$ cat src/hdl/depth_range_normalize_core_macros.svh
// Assertion macros for the depth range normalize core.
// Used by RTL files that carry concurrent checks; no other dependencies.
`ifndef DEPTH_RANGE_NORMALIZE_CORE_MACROS_SVH
`define DEPTH_RANGE_NORMALIZE_CORE_MACROS_SVH

`ifndef ASSERT_OFF
// same-cycle implication
`define DRN_ASSERT_IMPLIES(label, clk, rst, ante, cons) \
   label: assert property (@(posedge clk) disable iff (rst) (ante) |-> (cons)) \
      else $error("assertion failed: same-cycle implication");
// next-cycle implication
`define DRN_ASSERT_NEXT(label, clk, rst, ante, cons) \
   label: assert property (@(posedge clk) disable iff (rst) (ante) |=> (cons)) \
      else $error("assertion failed: next-cycle implication");
`else
`define DRN_ASSERT_IMPLIES(label, clk, rst, ante, cons)
`define DRN_ASSERT_NEXT(label, clk, rst, ante, cons)
`endif

`endif

$ cat src/hdl/drn_pkg.sv
// Package for the depth range normalize core: widths, op codes, FSM and
// status types. No dependencies.
`default_nettype none

package drn_pkg;

   localparam int DEPTH_FRAC_BITS = 24;
   localparam int DEPTH_WIDTH     = 25;
   localparam int OP_WIDTH        = 2;
   localparam int GRAY_WIDTH      = 8;

   // 255 * num needs eight more bits than a depth
   localparam int PROD_WIDTH      = DEPTH_WIDTH + GRAY_WIDTH + 1;
   // one extra step detects quotients beyond the gray range
   localparam int DIV_STEPS       = GRAY_WIDTH + 1;
   localparam int STEP_CNT_WIDTH  = $clog2(DIV_STEPS + 1);

   localparam logic [DEPTH_WIDTH-1:0] DEPTH_ONE =
      DEPTH_WIDTH'(64'd1 << DEPTH_FRAC_BITS);
   localparam logic [GRAY_WIDTH-1:0]  GRAY_TOP  = {GRAY_WIDTH{1'b1}};

   localparam logic [OP_WIDTH-1:0] OP_CLEAR   = 2'd0;
   localparam logic [OP_WIDTH-1:0] OP_MEASURE = 2'd1;
   localparam logic [OP_WIDTH-1:0] OP_CONVERT = 2'd2;

   typedef enum logic [1:0] {
      ST_IDLE,
      ST_SETUP,
      ST_DIVIDE,
      ST_RESULT
   } state_type;

   typedef struct packed {
      logic clear;
      logic measure;
   } range_upd_type;

   typedef struct packed {
      logic busy;
      logic done;
   } div_stat_type;

endpackage

`default_nettype wire

$ cat src/hdl/drn_req_if.sv
// Request channel of the depth range normalize core: op and depth sample.
// Depends on drn_pkg.
`default_nettype none

interface drn_req_if;
   logic                             valid;
   logic                             ready;
   logic [drn_pkg::OP_WIDTH-1:0]     op;
   logic [drn_pkg::DEPTH_WIDTH-1:0]  depth;

   modport source (output valid, output op, output depth, input ready);
   modport sink   (input valid, input op, input depth, output ready);
endinterface

`default_nettype wire

$ cat src/hdl/drn_rsp_if.sv
// Response channel of the depth range normalize core: gray level and flat flag.
// Depends on drn_pkg.
`default_nettype none

interface drn_rsp_if;
   logic                            valid;
   logic                            ready;
   logic [drn_pkg::GRAY_WIDTH-1:0]  gray;
   logic                            flat;

   modport source (output valid, output gray, output flat, input ready);
   modport sink   (input valid, input gray, input flat, output ready);
endinterface

`default_nettype wire

$ cat src/hdl/drn_range.sv
// Running depth minimum and maximum of the depth range normalize core.
// Depends on drn_pkg.
`default_nettype none

module drn_range (
   input  wire logic                             clock,
   input  wire logic                             reset,
   input  wire drn_pkg::range_upd_type           upd,
   input  wire logic [drn_pkg::DEPTH_WIDTH-1:0]  depth,
   output logic      [drn_pkg::DEPTH_WIDTH-1:0]  range_min,
   output logic      [drn_pkg::DEPTH_WIDTH-1:0]  range_max
);

   logic [drn_pkg::DEPTH_WIDTH-1:0] min_ff, min_in;
   logic [drn_pkg::DEPTH_WIDTH-1:0] max_ff, max_in;

   always_comb begin
      min_in = min_ff;
      max_in = max_ff;
      if (upd.clear) begin
         min_in = drn_pkg::DEPTH_ONE;
         max_in = '0;
      end else if (upd.measure) begin
         if (depth < min_ff) min_in = depth;
         if (depth > max_ff) max_in = depth;
      end
   end

   always_ff @(posedge clock) begin
      if (reset) begin
         min_ff <= drn_pkg::DEPTH_ONE;
         max_ff <= '0;
      end else begin
         min_ff <= min_in;
         max_ff <= max_in;
      end
   end

   assign range_min = min_ff;
   assign range_max = max_ff;

endmodule

`default_nettype wire

$ cat src/hdl/drn_div.sv
// Restoring divider, one quotient bit per cycle, with overflow bit on top.
// Depends on drn_pkg.
`default_nettype none

module drn_div (
   input  wire logic                             clock,
   input  wire logic                             reset,
   input  wire logic                             start,
   input  wire logic [drn_pkg::PROD_WIDTH-1:0]   dividend,
   input  wire logic [drn_pkg::DEPTH_WIDTH-1:0]  divisor,
   output drn_pkg::div_stat_type                 stat,
   output logic      [drn_pkg::GRAY_WIDTH-1:0]   quot
);

   localparam int PW = drn_pkg::PROD_WIDTH;
   localparam int QW = drn_pkg::DIV_STEPS;
   localparam int CW = drn_pkg::STEP_CNT_WIDTH;

   logic [PW-1:0] rem_ff, rem_in;
   logic [PW-1:0] dsr_ff, dsr_in;
   logic [QW-1:0] quo_ff, quo_in;
   logic [CW-1:0] cnt_ff, cnt_in;
   logic          busy_ff, busy_in;
   logic          done_ff, done_in;
   logic          ge;

   // the shared compare-subtract
   assign ge = (rem_ff >= dsr_ff);

   always_comb begin
      rem_in  = rem_ff;
      dsr_in  = dsr_ff;
      quo_in  = quo_ff;
      cnt_in  = cnt_ff;
      busy_in = busy_ff;
      done_in = 1'b0;
      if (start) begin
         rem_in  = dividend;
         dsr_in  = PW'(divisor) << drn_pkg::GRAY_WIDTH;
         quo_in  = '0;
         cnt_in  = CW'(QW);
         busy_in = 1'b1;
      end else if (busy_ff) begin
         if (ge) rem_in = rem_ff - dsr_ff;
         dsr_in = dsr_ff >> 1;
         quo_in = {quo_ff[QW-2:0], ge};
         cnt_in = cnt_ff - CW'(1);
         if (cnt_ff == CW'(1)) begin
            busy_in = 1'b0;
            done_in = 1'b1;
         end
      end
   end

   always_ff @(posedge clock) begin
      if (reset) begin
         busy_ff <= 1'b0;
         done_ff <= 1'b0;
         cnt_ff  <= '0;
      end else begin
         busy_ff <= busy_in;
         done_ff <= done_in;
         cnt_ff  <= cnt_in;
      end
   end

   always_ff @(posedge clock) begin
      rem_ff <= rem_in;
      dsr_ff <= dsr_in;
      quo_ff <= quo_in;
   end

   // clamp quotients past the gray range
   assign quot      = quo_ff[QW-1] ? drn_pkg::GRAY_TOP : quo_ff[QW-2:0];
   assign stat.busy = busy_ff;
   assign stat.done = done_ff;

endmodule

`default_nettype wire

$ cat src/hdl/depth_range_normalize_core.sv
// Depth range normalize core: min-max normalization of depth to gray.
// Clear and measure transfers complete at the request transfer; a convert transfer
// runs to a valid response through setup, 9 divider steps, done and result, or
// through setup and result for an empty range; the next request is taken once the
// response transfer completes. Rate is set by the shared restoring divider.
// Synchronous active-high reset: range 1.0/0, FSM idle, no response pending.
`default_nettype none
`include "depth_range_normalize_core_macros.svh"

module depth_range_normalize_core (
   input  wire logic  clock,
   input  wire logic  reset,
   drn_req_if.sink    req,
   drn_rsp_if.source  rsp
);

   localparam int DW = drn_pkg::DEPTH_WIDTH;
   localparam int PW = drn_pkg::PROD_WIDTH;
   localparam int GW = drn_pkg::GRAY_WIDTH;

   drn_pkg::state_type      state_ff, state_in;
   drn_pkg::range_upd_type  upd;
   drn_pkg::div_stat_type   div_stat;

   logic [DW-1:0] range_min, range_max;
   logic [DW-1:0] depth_ff, depth_in;
   logic [GW-1:0] gray_ff, gray_in;
   logic          flat_ff, flat_in;
   logic [GW-1:0] quot;

   logic          req_xfer;
   logic          rsp_xfer;
   logic          degenerate;
   logic [DW-1:0] den;
   logic [DW-1:0] num;
   logic [PW-1:0] dividend;
   logic          div_start;

   assign req_xfer = req.valid && req.ready;
   assign rsp_xfer = rsp.valid && rsp.ready;

   // Clear and measure act on the range at the request transfer itself.
   assign upd.clear   = req_xfer && (req.op == drn_pkg::OP_CLEAR);
   assign upd.measure = req_xfer && (req.op == drn_pkg::OP_MEASURE);

   drn_range u_range (
      .clock     (clock),
      .reset     (reset),
      .upd       (upd),
      .depth     (req.depth),
      .range_min (range_min),
      .range_max (range_max)
   );

   // Setup math: an empty range goes straight to the flat result; a sample
   // beyond the maximum gives a zero numerator; 255*num is a shift and subtract.
   assign degenerate = (range_max <= range_min);
   assign den        = range_max - range_min;
   assign num        = (depth_ff >= range_max) ? '0 : (range_max - depth_ff);
   assign dividend   = (PW'(num) << GW) - PW'(num);

   drn_div u_div (
      .clock    (clock),
      .reset    (reset),
      .start    (div_start),
      .dividend (dividend),
      .divisor  (den),
      .stat     (div_stat),
      .quot     (quot)
   );

   // Next state.
   always_comb begin
      state_in = state_ff;
      case (state_ff)
         drn_pkg::ST_IDLE: begin
            if (req_xfer && (req.op == drn_pkg::OP_CONVERT)) state_in = drn_pkg::ST_SETUP;
         end
         drn_pkg::ST_SETUP: begin
            state_in = degenerate ? drn_pkg::ST_RESULT : drn_pkg::ST_DIVIDE;
         end
         drn_pkg::ST_DIVIDE: begin
            if (div_stat.done) state_in = drn_pkg::ST_RESULT;
         end
         drn_pkg::ST_RESULT: begin
            if (rsp_xfer) state_in = drn_pkg::ST_IDLE;
         end
         default: state_in = drn_pkg::ST_IDLE;
      endcase
   end

   // Outputs and datapath loads.
   always_comb begin
      req.ready = 1'b0;
      rsp.valid = 1'b0;
      div_start = 1'b0;
      depth_in  = depth_ff;
      gray_in   = gray_ff;
      flat_in   = flat_ff;
      case (state_ff)
         drn_pkg::ST_IDLE: begin
            req.ready = 1'b1;
            depth_in  = req.depth;
         end
         drn_pkg::ST_SETUP: begin
            // hold the flat answer for an empty range, else launch the divide
            if (degenerate) begin
               gray_in = drn_pkg::GRAY_TOP;
               flat_in = 1'b1;
            end else begin
               div_start = 1'b1;
            end
         end
         drn_pkg::ST_DIVIDE: begin
            if (div_stat.done) begin
               gray_in = quot;
               flat_in = 1'b0;
            end
         end
         drn_pkg::ST_RESULT: begin
            rsp.valid = 1'b1;
         end
         default: ;
      endcase
   end

   always_ff @(posedge clock) begin
      if (reset) begin
         state_ff <= drn_pkg::ST_IDLE;
      end else begin
         state_ff <= state_in;
      end
   end

   always_ff @(posedge clock) begin
      depth_ff <= depth_in;
      gray_ff  <= gray_in;
      flat_ff  <= flat_in;
   end

   assign rsp.gray = gray_ff;
   assign rsp.flat = flat_ff;

   // Checks.
   `DRN_ASSERT_IMPLIES(a_ready_no_rsp, clock, reset, req.ready, !rsp.valid)
   `DRN_ASSERT_IMPLIES(a_flat_is_top, clock, reset, rsp.valid && rsp.flat, rsp.gray == drn_pkg::GRAY_TOP)
   `DRN_ASSERT_IMPLIES(a_done_in_divide, clock, reset, div_stat.done, state_ff == drn_pkg::ST_DIVIDE)
   `DRN_ASSERT_NEXT(a_measure_max, clock, reset, upd.measure, range_max >= $past(req.depth))

endmodule

`default_nettype wire
$ cat src/flat_wrapper.sv
// flat-port wrapper written by rule: the top's interface ports become plain ports
module depth_range_normalize_core_flat 
  (clock, reset, req_valid, req_op, req_depth, req_ready, rsp_valid, rsp_gray, rsp_flat, rsp_ready);
  drn_req_if req_i ();
  drn_rsp_if rsp_i ();
  input  wire logic clock;
  input  wire logic reset;
  input wire logic [$bits(req_i.valid)-1:0] req_valid;
  input wire logic [$bits(req_i.op)-1:0] req_op;
  input wire logic [$bits(req_i.depth)-1:0] req_depth;
  output wire logic [$bits(req_i.ready)-1:0] req_ready;
  output wire logic [$bits(rsp_i.valid)-1:0] rsp_valid;
  output wire logic [$bits(rsp_i.gray)-1:0] rsp_gray;
  output wire logic [$bits(rsp_i.flat)-1:0] rsp_flat;
  input wire logic [$bits(rsp_i.ready)-1:0] rsp_ready;
  assign req_i.valid = req_valid;
  assign req_i.op = req_op;
  assign req_i.depth = req_depth;
  assign req_ready = req_i.ready;
  assign rsp_valid = rsp_i.valid;
  assign rsp_gray = rsp_i.gray;
  assign rsp_flat = rsp_i.flat;
  assign rsp_i.ready = rsp_ready;
  depth_range_normalize_core u_core (.clock(clock), .reset(reset), .req(req_i), .rsp(rsp_i));
endmodule
$ cat config.mk
export PLATFORM = sky130hd
export DESIGN_NAME = depth_range_normalize_core_flat
export DESIGN_NICKNAME = d
export VERILOG_FILES = /design/src/hdl/drn_pkg.sv /design/src/hdl/drn_req_if.sv /design/src/hdl/drn_rsp_if.sv /design/src/hdl/drn_range.sv /design/src/hdl/drn_div.sv /design/src/hdl/depth_range_normalize_core.sv /design/src/flat_wrapper.sv
export VERILOG_INCLUDE_DIRS = /design/src /design/src/hdl
export SDC_FILE = /design/constraint.sdc
export NUM_CORES = 1
export LEC_CHECK = 0
export ABC_AREA = 1
export BUFFER_PORTS_ARGS = -buffer_cell sky130_fd_sc_hd__buf_2
export CORE_ASPECT_RATIO = 1.4
export CORE_MARGIN = 4
export CORE_UTILIZATION = 55
export CTS_CLUSTER_DIAMETER = 200
export DETAILED_ROUTE_END_ITERATION = 7
export MAX_ROUTING_LAYER = met4
export PLACE_DENSITY = 0.83
export SLEW_MARGIN = 15
export SYNTH_ARGS = -nofsm -noshare
export SYNTH_HDL_FRONTEND = slang
export SYNTH_HIERARCHICAL = 1
export SYNTH_SLANG_ARGS = --single-unit
$ cat constraint.sdc
create_clock -name clock -period 5.4 [get_ports clock]
set_input_delay 0.27 -clock clock [delete_from_list [all_inputs] [get_ports clock]]
set_output_delay 0.27 -clock clock [all_outputs]
set_load 0.01 [all_outputs]
==> metrics.md, run 1 <==
| Metric | Value |
|---|---|
| Clock buffer depth | `2` |
| Worst hold slack | `0.0303 ns` |
| Max IR drop VDD | `0.273 mV` |
| Syn Std Cell Area | `0.0156 mm2` |
| WL/cell | `18.1 um` |
| Tcrit/Tclk final | `0.833` |
| Initial antenna violation count | `0` |
| Final Skew | `0.0119 ns` |
| Endpoints failing setup | `0` |
| CTS H-tree lvls | `4` |
| Final Core Density | `0.602` |
| Number of nets in the layout | `2591` |
| RSZ-0062 raised after global routing | `false` |
| Pwr dens | `435 mW/mm2` |
| Placed Cells | `2752` |
| Later-pin clock latency in the skew report | `0.46 ns` |
| # clock sinks | `168` |
| DRT Pass-1 Iters | `5` |
| Crit-path max FO | `6` |
| Worst Setup End Kind | `flip-flop` |
| GR Overflow Total | `0` |
| Full die area | `0.0311 mm2` |
| Critical path class | `reg -> reg` |
| Largest net degree at the start of global routing | `51` |
| R2r setup slk | `0.90 ns` |
| Critical Path RT | `5.61 ns` |
| Share of layout cells above drive strength 1 | `0.0720` |
| Leak | `8.60 nW` |
| Row count | `72` |
| CTS Buf Count | `17` |
| Initial Util | `0.561` |
| Status | `complete, no violations` |
| Post-CTS Resized | `0` |
| Die width | `150 um` |
| Number of global-route vias before repair | `15200` |
| Worst EP arrival | `4.71 ns` |
| All-Layer GR Usage | `0.334` |
| CTS tree | `done` |
| Io pins | `42` |
| WL final | `50500 um` |
| Antenna-violating nets left | `0` |
| Hold WC Path Type | `in -> reg` |
| Mapped Nets | `2562` |
| Mean Syn Cell Area | `6.56 um2` |
| Max Fclk | `0.222 GHz` |
| Diode count | `0` |
| Cells after Synth | `2373` |
| Post-CTS setup buffer count | `0` |
| Via count | `15500` |
| Hold_buf cts | `0` |
| Clock root buffer | `clkbuf_16` |
| Max-Cap Viols | `0` |
| Hold Fails Final Rpt | `0` |
| Port bufs | `41` |
| Core area | `0.0277 mm2` |
| Fill cell count | `2722` |
| Synth Warn # | `6` |
| DP Wirelength | `41200 um` |
| Clk slew on worst S/H paths | `0.07 ns` |
| Initial drt markers | `1029` |
| # DRC | `0` |
| Startpoint Class | `flip-flop` |
| Total power | `7.26 mW` |
| First-pass GRT wire length | `79200 um` |
| Avg Vias per Cell | `5.57` |
| Total Neg Setup Slack | `0 ns` |
| Die Y | `207 um` |
| Min Tclk post-route | `4.50 ns` |
| Max_slew headroom | `0.231` |
| Finished Layout Cells | `2785` |
| Slew Viols, Final | `0` |
| Measured slew at the worst slew-check pin | `1.15 ns` |
| Placer congestion estimate | `1.08` |
| Layout area overhead | `7.30%` |
## final cells by class
| class | instances | area, um2 | share of cell area |
|---|---|---|---|
| repair buffers | 49 | 278 | 0.0166 |
| well taps | 370 | 463 | 0.0277 |
| flip-flops and latches | 168 | 4290 | 0.257 |
| multi-input cells | 1731 | 9450 | 0.566 |
| clock inverters | 15 | 155 | 0.00929 |
| clock buffers | 17 | 425 | 0.0255 |
| inverters | 435 | 1640 | 0.0981 |
## stage by stage
step	instance area, um2	setup WS (ns)
floorplan	15600	1.59
global placement	16100	1.02
detailed placement	16100	1.01
CTS	16700	0.992
global route	16700	0.622
finish	16700	0.902
## where the power goes
group,total (mW),switching (mW),internal [mW]
clock,1.22,0.601,0.617
combinational,4.30,2.91,1.38
sequential,1.75,0.0962,1.65
## path summary, 6_finish.rpt
check | start | depth (start not counted) | end
max | u_core/u_range/range_max[0] | 26 | u_core/u_div/rem_ff[28]
min | req_depth[0] | 1 | u_core/depth_ff[0]
max reg2reg | u_core/u_range/range_max[0] | 26 | u_core/u_div/rem_ff[28]
min reg2reg | u_core/u_div/quo_ff[0] | 2 | u_core/u_div/quo_ff[0]
## flip-flops by register name, summed over array words and instances, names as in the netlist
register	count
u_core/u_div/busy_ff	1
u_core/u_div/quo_ff	9
u_core/u_range/range_max	25
u_core/u_range/range_min	25
u_core/u_div/dsr_ff	33
u_core/u_div/rem_ff	34
u_core/u_div/cnt_ff	4
u_core/rsp.flat	1
u_core/rsp.gray	8
u_core/state_ff	2
u_core/depth_ff	25
u_core/u_div/done_ff	1
## placed cells by master, fill, tap and decap left out, types with 4 or more instances in the layout
cell / instances
nor2_2: 8
inv_2: 17
nand2_1: 648
or2_1: 5
nor3_1: 30
a31oi_1: 10
o22ai_1: 15
xor2_1: 32
nor2_1: 231
dfxtp_1: 75
nand3b_1: 9
nand3_1: 173
o21bai_1: 12
buf_2: 41
a21oi_1: 153
or2_2: 21
nand3_2: 11
inv_1: 415
edfxtp_1: 93
clkbuf_16: 17
o21ai_0: 89
o21ai_1: 6
nand4_1: 31
inv_8: 5
ha_1: 155
a21o_1: 6
xnor2_1: 17
o21a_1: 8
o211ai_1: 9
nand2_2: 16
buf_4: 7
inv_6: 4
## critical path: stages, from the launching register on
cell	delay (ns)
dfxtp_1	0.37
inv_1	0.09
ha_1	0.22
fa_1	0.41
inv_1	0.11
nand3_1	0.09
nand2_1	0.16
nand2_1	0.07
nand2_1	0.18
nand2_1	0.08
nand2_1	0.17
a31oi_1	0.13
or2_2	0.29
nand3_1	0.13
inv_1	0.06
ha_1	0.37
inv_1	0.14
nor2_1	0.30
inv_1	0.07
nor2_1	0.17
nand2_1	0.09
nor2_1	0.13
o21ai_1	0.14
nand3_1	0.09
nand2_1	0.06
nand2_1	0.07
nand2_1	0.05
## per-layer routing
metal | global-route usage | share of wire
met5 | - | 0
met4 | 0.212 | 0.072
met3 | 0.0326 | 0.043
met2 | 0.582 | 0.51
met1 | 0.358 | 0.38
Power figures use the tool's default switching activity.
==> run 2, diff against run 1 <==
- ABC_AREA: 1 -> 0
- PLACE_DENSITY: 0.83 -> 0.86
- clock period: 5.4 -> 3.6 ns (I/O delays scaled with it)
==> run 2 against run 1 <==
  * Non-clock buffer count increased by 317
  * The run now ends with negative setup slack left
  * Clock power grew 52%
  * Largest cell class unchanged
  * Total power is 30% higher
  * Maximum frequency fell by 7.7%
  * Synthesized cell count down 26%
  * Critical path type unchanged
==> metrics.md, run 2 <==
| Metric | Value |
|---|---|
| Initial antenna violation count | `0 (unchanged)` |
| RSZ-0062 raised after global routing | `true` |
| GR Overflow Total | `0 (unchanged)` |
| Cells after Synth | `1745 (-26%)` |
| Final Skew | `0.0162 ns (+0.00431 ns)` |
| Max reg flops | `34 (unchanged)` |
| Io pins | `42 (unchanged)` |
| Initial drt markers | `1464 (+42%)` |
| Max Fclk | `0.205 GHz (-7.7%)` |
| Clock root buffer | `clkbuf_16` |
| Diode count | `0 (unchanged)` |
| Fill cell count | `1662 (-39%)` |
| Max IR drop VDD | `0.408 mV (+49%)` |
| Hold Fails Final Rpt | `0 (unchanged)` |
| Measured slew at the worst slew-check pin | `1.05 ns (-0.102 ns)` |
| # DRC | `0 (unchanged)` |
| WL final | `51200 um (+1.5%)` |
| Tcrit/Tclk final | `1.35 (+0.521)` |
| Crit-path slowest cell | `a221oi_1` |
| Most frequent cells in the layout | `274 x buf_4, 211 x nand2_1, 180 x inv_1` |
| Syn Std Cell Area | `0.0146 mm2 (-6.2%)` |
| Critical Path RT | `3.80 ns (-1.81 ns)` |
| Slew Viols, Final | `0 (unchanged)` |
| Mapped Nets | `1934 (-25%)` |
| CTS Buf Count | `17 (unchanged)` |
| Cell depth of the worst setup path | `21 (-19%)` |
| Reg2reg path depth | `21 (-19%)` |
| WL/cell | `21.3 um (+18%)` |
| Total Neg Setup Slack | `-22.82 ns (-22.82 ns)` |
| CTS tree | `done` |
| Largest net degree at the start of global routing | `76 (+49%)` |
| Crit-path max FO | `9 (+3)` |
| Clock buffer depth | `2 (unchanged)` |
| Area of the multi-input gates | `0.0104 mm2 (+10%)` |
| Startpoint Class | `flip-flop` |
| Endpoints failing setup | `26 (+26)` |
| CTS H-tree lvls | `4 (unchanged)` |
| DP Wirelength | `33800 um (-18%)` |
| DRT Pass-1 Iters | `7 (+2)` |
| Worst Setup End Kind | `flip-flop` |
| Crit path largest cell delay | `0.87 ns (+0.46 ns)` |
| Total power | `9.47 mW (+30%)` |
| Reg area | `0.00430 mm2 (about the same)` |
| Antenna-violating nets left | `0 (unchanged)` |
| Port bufs | `41 (unchanged)` |
| Synth Warn # | `6 (unchanged)` |
| PnR worst setup slack | `-1.27 ns (-2.18 ns)` |
| Clk slew on worst S/H paths | `0.07 ns (about the same)` |
| Leading cell type in the layout, fill and taps excluded | `buf_4` |
| All-Layer GR Usage | `0.314 (-0.0205)` |
| Max_slew headroom | `0.300 (+0.0690)` |
| Full die area | `0.0293 mm2 (-5.9%)` |
| Die Y | `201 um (-3.0%)` |
| Pwr dens | `492 mW/mm2 (+13%)` |
| Failing checks | `negative setup slack` |
| Min Tclk post-route | `4.87 ns (+0.376 ns)` |
| Top Registers | `u_core/u_div/rem_ff x34, u_core/u_div/dsr_ff x33` |
| Die width | `146 um (-3.0%)` |
| # clock sinks | `168 (unchanged)` |
| Top reg by flops | `u_core/u_div/rem_ff` |
| Leak | `8.41 nW (-2.2%)` |
| Crit-path cells | `inv_1 > ha_1 > buf_4 > inv_1 > nor2_1 > a221oi_1 > o211ai_2 > and2_1 > ha_1 > nand2_1 > o21ai_2 > nand3_2 > a21boi_2 > o21ai_1 > nand2b_1 > buf_6 > a21oi_1 > and3b_2 > xnor2_2 > nand2_1 > o31ai_1` |
| Post-Place Setup Slack | `-0.910 ns (-1.92 ns)` |
| Later-pin clock latency in the skew report | `0.45 ns (about the same)` |
| Mean Syn Cell Area | `8.37 um2 (+28%)` |
| Placer congestion estimate | `1.03 (-4.9%)` |
| Hold WC Path Type | `in -> reg` |
| Number of nets in the layout | `2254 (-13%)` |
| Share of layout cells above drive strength 1 | `0.282 (+0.210)` |
| Via count | `15200 (-1.9%)` |
| Core area | `0.0262 mm2 (-5.6%)` |
| Critical path class | `reg -> reg` |
| CP delay by family, top | `compound AO/OA/AOI/OAI gates` |
| First-pass GRT wire length | `73000 um (-7.8%)` |
| WP buf/inv | `4 (-1)` |
| Avg Vias per Cell | `6.34 (+14%)` |
| Initial Util | `0.558 (-0.00325)` |
| Number of global-route vias before repair | `14800 (-2.4%)` |
| Worst Hold Depth | `1 (unchanged)` |
| Layout area overhead | `31.7%` |
| Row count | `70 (-2.8%)` |
| Final Core Density | `0.734 (+0.132)` |
| Worst EP arrival | `5.07 ns (+0.36 ns)` |
| Max-Cap Viols | `0 (unchanged)` |
| Status | `complete, but fails checks` |
run 2: area by class of cell:
cell class                      count  share of cell area
Clock buffer                       24              0.0267
Clock inverter                      8             0.00286
Inverter                          187              0.0366
Multi-Input combinational cell   1325               0.540
Sequential cell                   168               0.223
Tap cell                          324              0.0211
Timing Repair Buffer              366               0.149
run 2: path summary, 6_finish.rpt:
| check | from | slack [ns] | to |
|---|---|---|---|
| setup / recovery | u_core/depth_ff[10] | -1.27 | u_core/u_div/rem_ff[28] |
| setup reg to reg | u_core/depth_ff[10] | -1.27 | u_core/u_div/rem_ff[28] |
| hold / removal | req_depth[23] | 0.02 | u_core/depth_ff[23] |
| hold reg to reg | u_core/u_range/range_min[23] | 0.47 | u_core/u_range/range_min[23] |
run 2: worst register-to-register path, stage by stage, from the launching register on:
cell,delay (ns)
edfxtp_1,0.37
inv_1,0.08
ha_1,0.25
buf_4,0.22
inv_1,0.13
nor2_1,0.07
a221oi_1,0.87
o211ai_2,0.33
and2_1,0.37
ha_1,0.39
nand2_1,0.11
o21ai_2,0.24
nand3_2,0.12
a21boi_2,0.18
o21ai_1,0.09
nand2b_1,0.11
buf_6,0.11
a21oi_1,0.05
and3b_2,0.22
xnor2_2,0.14
nand2_1,0.10
o31ai_1,0.07
run 2: what timing repair did:
| action | 4_1_cts | 5_1_grt |
|---|---|---|
| pin swaps | 28 | 95 |
| endpoints found under the hold margin | 24 | 0 |
| hold buffers | 24 | 0 |
| endpoints found under the setup margin | 117 | 122 |
| resized for setup | 57 | 136 |
| buffers inserted | 10 | 31 |
| gates cloned | 0 | 1 |
run 2: power breakdown:
| part | switching [mW] | internal [mW] | total, mW |
|---|---|---|---|
| Clock | 0.845 | 1.01 | 1.85 |
| Sequential | 0.113 | 2.31 | 2.42 |
| Combinational | 2.85 | 2.34 | 5.20 |
run 2: layer usage:
| metal | vias to the layer above | GRT usage | wire length (um) |
|---|---|---|---|
| met5 | - | - | 0 |
| met2 | 934 | 0.564 | 25200 |
| met1 | 7050 | 0.329 | 17700 |
| li1 | 6868 | - | - |
| met3 | 372 | 0.0384 | 3530 |
| met4 | 0 | 0.182 | 4730 |
run 2: stage by stage:
step	instances	hold slack (ns)	area, um2
final	2402	0.0188	19200
after floorplan	1745	0.249	15000
after detailed placement	2308	0.418	17200
after global placement	2308	0.417	17200
after CTS	2374	0.000643	18400
after global routing	2402	0.00118	19200
